<file path="src/lkvc_pkg.sv">
// shared types and constants for the lru key-value cache
// no dependencies
`timescale 1ns / 1ps

package lkvc_pkg;

  localparam int KEY_W = 31;
  localparam int VAL_W = 32;
  localparam int CAP_W = 5;

  localparam logic OP_GET = 1'b0;
  localparam logic OP_PUT = 1'b1;

  localparam logic [CAP_W-1:0] CAP_RESET  = 5'd16;
  localparam logic [VAL_W-1:0] MISS_VALUE = 32'hFFFF_FFFF;
  localparam logic [VAL_W-1:0] PUT_VALUE  = 32'h0000_0000;

  // broadcast from the controller to every cell
  typedef struct packed {
    logic             cmp;   // latch the key compare
    logic             upd;   // apply the recency / store update
    logic             op;
    logic             hit;
    logic             fill;  // put miss that takes a free slot
    logic [KEY_W-1:0] key;
    logic [VAL_W-1:0] value;
  } cell_cmd_t;

endpackage

</file>
<file path="src/lkvc_cell.sv">
// one storage cell of the lru cache row: key, value, valid and recency rank
// depends on lkvc_pkg
`timescale 1ns / 1ps

module lkvc_cell #(
  parameter int IDX = 0,
  parameter int RW  = 4,
  parameter int CW  = 5
) (
  input  logic                      clk,
  input  logic                      rst,
  input  lkvc_pkg::cell_cmd_t       cmd,
  input  logic [RW-1:0]             ref_rank,
  input  logic [CW-1:0]             entry_count,
  input  logic                      hit_in,
  input  logic [RW-1:0]             rank_in,
  input  logic [lkvc_pkg::VAL_W-1:0] value_in,
  output logic                      hit_out,
  output logic [RW-1:0]             rank_out,
  output logic [lkvc_pkg::VAL_W-1:0] value_out
);

  logic                       valid;
  logic                       match_q;
  logic [RW-1:0]              rank;
  logic [lkvc_pkg::KEY_W-1:0] key_q;
  logic [lkvc_pkg::VAL_W-1:0] value_q;

  logic match;
  logic fill_here;
  logic target;
  logic age;

  assign match     = valid && (key_q == cmd.key);
  assign fill_here = cmd.fill && (entry_count == CW'(IDX));

  // target is the slot that becomes most recent
  assign target = cmd.fill ? fill_here : (cmd.hit ? match_q : (valid && (rank == ref_rank)));
  assign age    = valid && !target && (cmd.fill || (rank < ref_rank));

  // the hit slot contributes its rank and value to the chain
  assign hit_out   = hit_in | match;
  assign rank_out  = rank_in | (match ? rank : '0);
  assign value_out = value_in | (match ? value_q : '0);

  always_ff @(posedge clk) begin
    if (rst) begin
      valid   <= 1'b0;
      match_q <= 1'b0;
      rank    <= '0;
    end else begin
      if (cmd.cmp) begin
        match_q <= match;
      end
      if (cmd.upd) begin
        if (target) begin
          rank <= '0;
          if (fill_here) begin
            valid <= 1'b1;
          end
        end else if (age) begin
          rank <= rank + RW'(1);
        end
      end
    end
  end

  always_ff @(posedge clk) begin
    if (cmd.upd && target && (cmd.op == lkvc_pkg::OP_PUT)) begin
      key_q   <= cmd.key;
      value_q <= cmd.value;
    end
  end

endmodule

</file>
<file path="src/lru_key_value_cache_core.sv">
// lru key-value cache: a row of ENTRIES cells, fully associative, rank-based lru.
// each item passes a compare state, then an update state that also loads the output
// register. a new item can enter during the update of the previous one but not during
// its compare; a stalled result holds off the update.
// reset: store empty, capacity 16, result channel empty; no clearing pass.
`timescale 1ns / 1ps

module lru_key_value_cache_core #(
  parameter int ENTRIES = 16
) (
  input  logic                         clk,
  input  logic                         rst,
  input  logic                         item_valid,
  output logic                         item_stall,
  input  logic                         operation,
  input  logic [lkvc_pkg::KEY_W-1:0]   key,
  input  logic signed [lkvc_pkg::VAL_W-1:0] value,
  output logic                         result_valid,
  input  logic                         result_stall,
  output logic                         hit,
  output logic signed [lkvc_pkg::VAL_W-1:0] read_value,
  input  logic                         cfg_write_enable,
  input  logic [lkvc_pkg::CAP_W-1:0]   cfg_write_data
);

  localparam int RW   = (ENTRIES > 1) ? $clog2(ENTRIES) : 1;
  localparam int CW   = $clog2(ENTRIES + 1);
  localparam int CMPW = (CW > lkvc_pkg::CAP_W) ? CW : lkvc_pkg::CAP_W;

  localparam logic [1:0] S_IDLE = 2'd0;
  localparam logic [1:0] S_CMP  = 2'd1;
  localparam logic [1:0] S_UPD  = 2'd2;

  logic [1:0]                   state;
  logic [1:0]                   state_next;
  logic                         req_op;
  logic [lkvc_pkg::KEY_W-1:0]   req_key;
  logic [lkvc_pkg::VAL_W-1:0]   req_value;
  logic                         hit_q;
  logic [RW-1:0]                hit_rank_q;
  logic [lkvc_pkg::VAL_W-1:0]   hit_value_q;
  logic [CW-1:0]                count;
  logic [lkvc_pkg::CAP_W-1:0]   capacity;

  logic                         accept;
  logic                         out_free;
  logic                         do_upd;
  logic                         fill_ok;
  logic [CW-1:0]                count_m1;
  logic [RW-1:0]                ref_rank;
  lkvc_pkg::cell_cmd_t          cmd;

  logic                         chain_hit   [ENTRIES+1];
  logic [RW-1:0]                chain_rank  [ENTRIES+1];
  logic [lkvc_pkg::VAL_W-1:0]   chain_value [ENTRIES+1];

  assign out_free   = !result_valid || !result_stall;
  assign item_stall = !((state == S_IDLE) || ((state == S_UPD) && out_free));
  assign accept     = item_valid && !item_stall;
  assign do_upd     = (state == S_UPD) && out_free;

  // capacity zero acts as one, above ENTRIES saturates
  assign fill_ok = (count == '0) ||
                   ((count < CW'(ENTRIES)) && (CMPW'(count) < CMPW'(capacity)));

  assign count_m1 = count - CW'(1);
  assign ref_rank = hit_q ? hit_rank_q : count_m1[RW-1:0];

  always_comb begin
    cmd.cmp   = (state == S_CMP);
    cmd.upd   = do_upd && ((req_op == lkvc_pkg::OP_PUT) || hit_q);
    cmd.op    = req_op;
    cmd.hit   = hit_q;
    cmd.fill  = (req_op == lkvc_pkg::OP_PUT) && !hit_q && fill_ok;
    cmd.key   = req_key;
    cmd.value = req_value;
  end

  assign chain_hit[0]   = 1'b0;
  assign chain_rank[0]  = '0;
  assign chain_value[0] = '0;

  for (genvar g = 0; g < ENTRIES; g++) begin : g_cell
    lkvc_cell #(
      .IDX (g),
      .RW  (RW),
      .CW  (CW)
    ) u_cell (
      .clk         (clk),
      .rst         (rst),
      .cmd         (cmd),
      .ref_rank    (ref_rank),
      .entry_count (count),
      .hit_in      (chain_hit[g]),
      .rank_in     (chain_rank[g]),
      .value_in    (chain_value[g]),
      .hit_out     (chain_hit[g+1]),
      .rank_out    (chain_rank[g+1]),
      .value_out   (chain_value[g+1])
    );
  end

  always_comb begin
    state_next = state;
    case (state)
      S_IDLE: begin
        if (accept) state_next = S_CMP;
      end
      S_CMP: state_next = S_UPD;
      S_UPD: begin
        if (out_free) state_next = accept ? S_CMP : S_IDLE;
      end
      default: state_next = S_IDLE;
    endcase
  end

  always_ff @(posedge clk) begin
    if (rst) begin
      state        <= S_IDLE;
      count        <= '0;
      capacity     <= lkvc_pkg::CAP_RESET;
      result_valid <= 1'b0;
    end else begin
      state <= state_next;
      if (cfg_write_enable) begin
        capacity <= cfg_write_data;
      end
      if (do_upd && cmd.fill) begin
        count <= count + CW'(1);
      end
      if (do_upd) begin
        result_valid <= 1'b1;
      end else if (result_valid && !result_stall) begin
        result_valid <= 1'b0;
      end
    end
  end

  always_ff @(posedge clk) begin
    if (accept) begin
      req_op    <= operation;
      req_key   <= key;
      req_value <= value;
    end
    if (state == S_CMP) begin
      hit_q       <= chain_hit[ENTRIES];
      hit_rank_q  <= chain_rank[ENTRIES];
      hit_value_q <= chain_value[ENTRIES];
    end
    if (do_upd) begin
      hit <= hit_q;
      if (req_op == lkvc_pkg::OP_GET) begin
        read_value <= hit_q ? hit_value_q : lkvc_pkg::MISS_VALUE;
      end else begin
        read_value <= lkvc_pkg::PUT_VALUE;
      end
    end
  end

endmodule

</file>
<file path="config.mk">
export PLATFORM = sky130hd
export DESIGN_NAME = lru_key_value_cache_core
export DESIGN_NICKNAME = d
export VERILOG_FILES = /design/src/lkvc_pkg.sv /design/src/lkvc_cell.sv /design/src/lru_key_value_cache_core.sv
export SDC_FILE = /design/constraint.sdc
export NUM_CORES = 2
export LEC_CHECK = 0
export BUFFER_PORTS_ARGS = -buffer_cell sky130_fd_sc_hd__buf_2
export CAP_MARGIN = 5
export CORE_MARGIN = 2
export CORE_UTILIZATION = 30
export CTS_CLUSTER_DIAMETER = 100
export DETAILED_ROUTE_END_ITERATION = 10
export SYNTH_ARGS = -nofsm -noshare
export SYNTH_HDL_FRONTEND = slang
export SYNTH_HIERARCHICAL = 1
export SYNTH_SLANG_ARGS = --single-unit
</file>
<file path="constraint.sdc">
create_clock -name clk -period 22 [get_ports clk]
set_clock_uncertainty 0.15 [all_clocks]
set_input_delay 2.2 -clock clk [delete_from_list [all_inputs] [get_ports clk]]
set_output_delay 2.2 -clock clk [all_outputs]
set_load 0.05 [all_outputs]
</file>
==> impl_metrics.ini <==
[outcome]
outcome = finished, final reports clean

[sta]
min_period_over_period = 0.287
setup_violations = 0
period_minus_slack_ns = 6.32
fin_hold_ws_ns = 0.321
hold_viol_final = 0
rsz0062_at_grt = false
max-slew-margin-rel = 0.117
tightest_slew_ns = 1.32
fmax_mhz = 158
final.setup.tns_ns = 0
drv_slew = 0

[hold_path]
hold_start = g_cell[13].u_cell/match_q$_SDFFE_PP0P_
hp-class = reg2reg
holdPathStages = 2
hold_path_end = g_cell[13].u_cell/match_q$_SDFFE_PP0P_

[floorplan]
die_w_microns = 424
die_area_sq_mm = 0.180
rows = 154
die_y_microns = 424
core_sq_mm = 0.176
initial_utilization = 0.301
ios = 109

[critical_path]
critPathRequiredTime_ns = 22.34
cp.arrival_ns = 6.66
startpoint = req_key[26]$_DFFE_PN_
cp_slowest_stage_delay_ns = 0.37
reg2reg_depth = 22
crit_path_top_delay_cell = buf_4
start_kind = flop
reg2reg_slack_ns = 15.68
timing.rr.start = req_key[26]$_DFFE_PN_
cp_common_cell = or2_2
end_kind = flop
worstPathMaxFanout = 37
rr_endpoint = hit_q$_DFFE_PP_
timing.setup.critical_path_class = reg2reg
path_cells = buf_4 -> xnor2_1 -> nand4_1 -> nor4_1 -> and2_2 -> buf_4 -> or2_2 -> or2_2 -> or2_2 -> or2_2 -> or2_2 -> or2_1 -> or2_1 -> or2_2 -> or2_2 -> or2_1 -> or2_1 -> or2_2 -> or2_1 -> or2_2 -> or2_2 -> or2_2

[cells_and_area]
fillers = 16900
finalNonFillerCells = 6225
final_area_sq_mm = 0.0604
area_growth_pct = 14.1
fin_nets = 3942
drive_gt1_frac = 0.111

[clocking]
cts.clk_slew.worst_paths_ns = 0.06
cts-root-buf = clkbuf_16
cts_buffer_depth = 3
clock_latency_ns = 0.75
cts_buffers = 121
clock-sinks = 1251
cts_resized = 0
ctsHoldBuffers = 0
cts_tree = done
htreeDepth = 3
post_cts_buffers = 0

[drt]
wl_microns = 128000
first_pass_iters = 5
ant_nets = 0
drt_drc_violations_left = 0
drt_iter0_drc = 2183
avgRoutedWirePerCell_microns = 20.6
vias_per_cell = 4.75
num_vias = 29500

[global_route]
use_met2 = 0.236
grt_util_met1 = 0.184
met3_usage = 0.0204
grt_max_degree = 69
grt.busiest_layer = met2
grt_pass1_wl_microns = 192000
antenna_found_initial = 10
grt_use_total = 0.140
grt_overflow = 0
grt_pass1_vias = 29700

[synth]
synth_top_area_frac = 0.648
synth_edf_count = 1142
synth_cells = 3506
synth-main-ff-cell = edfxtp_1
ys_ff_latch = 1251
yosysMostFrequentCell = edfxtp_1
async_flop_share = 0
yosys-top-cells-area = edfxtp_1 65%, a21o_1 8.3%, xnor2_1 8.2%
avgSynthCellArea_sq_um = 15.1
synth_common_cells = 1142 x edfxtp_1, 588 x a21o_1, 498 x xnor2_1, 170 x inv_1, 162 x nand4_1
yosys_warnings = 6
syn_area_sq_mm = 0.0529
ys_seq_area_frac = 0.689
yosysTopAreaCell = edfxtp_1
ys_types = 58

[power]
switching_share = 0.216
seq_power_share = 0.542
internal_power_mw = 3.80
power_mw = 4.85
p_per_area_mw_per_mm2 = 80.3
comb_power_share = 0.044
p_switching_mw = 1.05
ir_worst_vdd_uv = 66.0
pwr-share-clk = 0.414
p_leak_nw = 22.0

[placement]
post-dp-hpwl_microns = 76600
gp_congestion = 0.798
port_buffers = 108
dp_cells = 5998
place_area_sq_mm = 0.0566

[run]
maxCapViolations = 0
-- area by class of cell --
class / instances / area [sq um] / area share
diodes: 1 / 2.50 / 0.0000414
clock buffers: 155 / 3180 / 0.0526
clock inverters: 71 / 616 / 0.0102
inverters: 170 / 638 / 0.0106
multi-input cells: 2047 / 15400 / 0.255
flip-flops and latches: 1251 / 36500 / 0.604
well taps: 2340 / 2930 / 0.0485
repair buffers: 190 / 1160 / 0.0192
-- registers in the layout, summed over array words and instances (netlist names), 2 cells and up --
name	count
g_cell.u_cell/key_q	496
hit_rank_q	4
g_cell.u_cell/rank	64
hit_value_q	32
state	2
req_key	31
read_value	32
g_cell.u_cell/value_q	512
g_cell.u_cell/match_q	16
count	5
req_value	32
capacity	5
g_cell.u_cell/valid	16
-- cells in the final DEF, fill, tap and decap left out, types with 16 or more instances in the layout --
| master | Yosys | layout |
|---|---|---|
| o211ai_1 | 21 | 21 |
| or4_1 | 33 | 33 |
| and2_2 | 0 | 16 |
| nor2b_1 | 29 | 28 |
| a21oi_1 | 116 | 115 |
| conb_1 | 1 | 37 |
| xnor2_1 | 498 | 498 |
| nor2_1 | 75 | 58 |
| o21ai_0 | 47 | 44 |
| o31ai_1 | 48 | 48 |
| nor4_1 | 32 | 32 |
| clkbuf_16 | 0 | 122 |
| buf_2 | 0 | 107 |
| nand4bb_1 | 16 | 16 |
| nand3b_1 | 16 | 16 |
| o21ai_1 | 20 | 23 |
| nand2b_1 | 27 | 27 |
| a21o_1 | 588 | 588 |
| o21a_1 | 16 | 16 |
| clkinv_1 | 0 | 27 |
| clkinv_2 | 0 | 21 |
| ha_1 | 87 | 87 |
| inv_1 | 170 | 170 |
| dfxtp_1 | 109 | 109 |
| nand3_1 | 48 | 48 |
| nor2_4 | 0 | 17 |
| nand2_1 | 19 | 19 |
| buf_4 | 16 | 83 |
| clkbuf_1 | 7 | 33 |
| o21a_4 | 16 | 16 |
| edfxtp_1 | 1142 | 1142 |
| nand4_1 | 162 | 162 |
-- per-stage QoR --
| stage | util | setup slack [ns] |
|---|---|---|
| global route | 0.344 | 15.42 |
| global placement | 0.322 | 15.62 |
| detailed placement | 0.322 | 15.68 |
| floorplan | - | 14.39 |
| CTS | 0.344 | 15.65 |
| finish | 0.344 | 15.68 |
-- routing by layer --
metal | vias up | routed length, microns
met4 | 10 | 3790
met1 | 15000 | 56100
met2 | 607 | 62000
li1 | 13800 | -
met3 | 179 | 6020
met5 | - | 74
-- kinds of logic after synthesis --
logic type	Yosys count	share of synthesized area
buffers and inverters	244	0.0254
and+or+nand+nor	537	0.0624
AOI/OAI and AO/OA	880	0.119
adders and majority gates	87	0.0206
xor gates and xnor gates	499	0.0825
muxes	7	0.00137
DFF	1251	0.689
other	1	0.0000708
-- worst max-delay path by stage --
stage / end / slack (ns) / cells past startpoint
after global routing: hit_q$_DFFE_PP_ / 15.42 / 22
after detailed placement: hit_q$_DFFE_PP_ / 15.68 / 22
after floorplan: g_cell[15].u_cell/key_q[0]$_DFFE_PP_ / 14.39 / 9
final: hit_q$_DFFE_PP_ / 15.68 / 22
after global placement: hit_q$_DFFE_PP_ / 15.62 / 22
after CTS: hit_q$_DFFE_PP_ / 15.65 / 22
-- power by group through the flow --
| stage | Combinational [mW] | Clock, mW | Sequential (mW) |
|---|---|---|---|
| floorplan | 0.118 | 0 | 2.70 |
| global placement | 0.216 | 0 | 2.68 |
| detailed placement | 0.218 | 0 | 2.68 |
| CTS | 0.219 | 2.06 | 2.63 |
| global route | 0.237 | 2.15 | 2.63 |
| finish | 0.215 | 2.01 | 2.63 |
-- critical path, delay by kind of cell (launching register included) --
kind | cells | cell delay, ns
DFF | 1 | 0.34
buffers and inverters | 2 | 0.64
and+or+nand+nor | 19 | 4.70
xor gates and xnor gates | 1 | 0.14
Note: power is estimated with default switching activity, not from simulation.
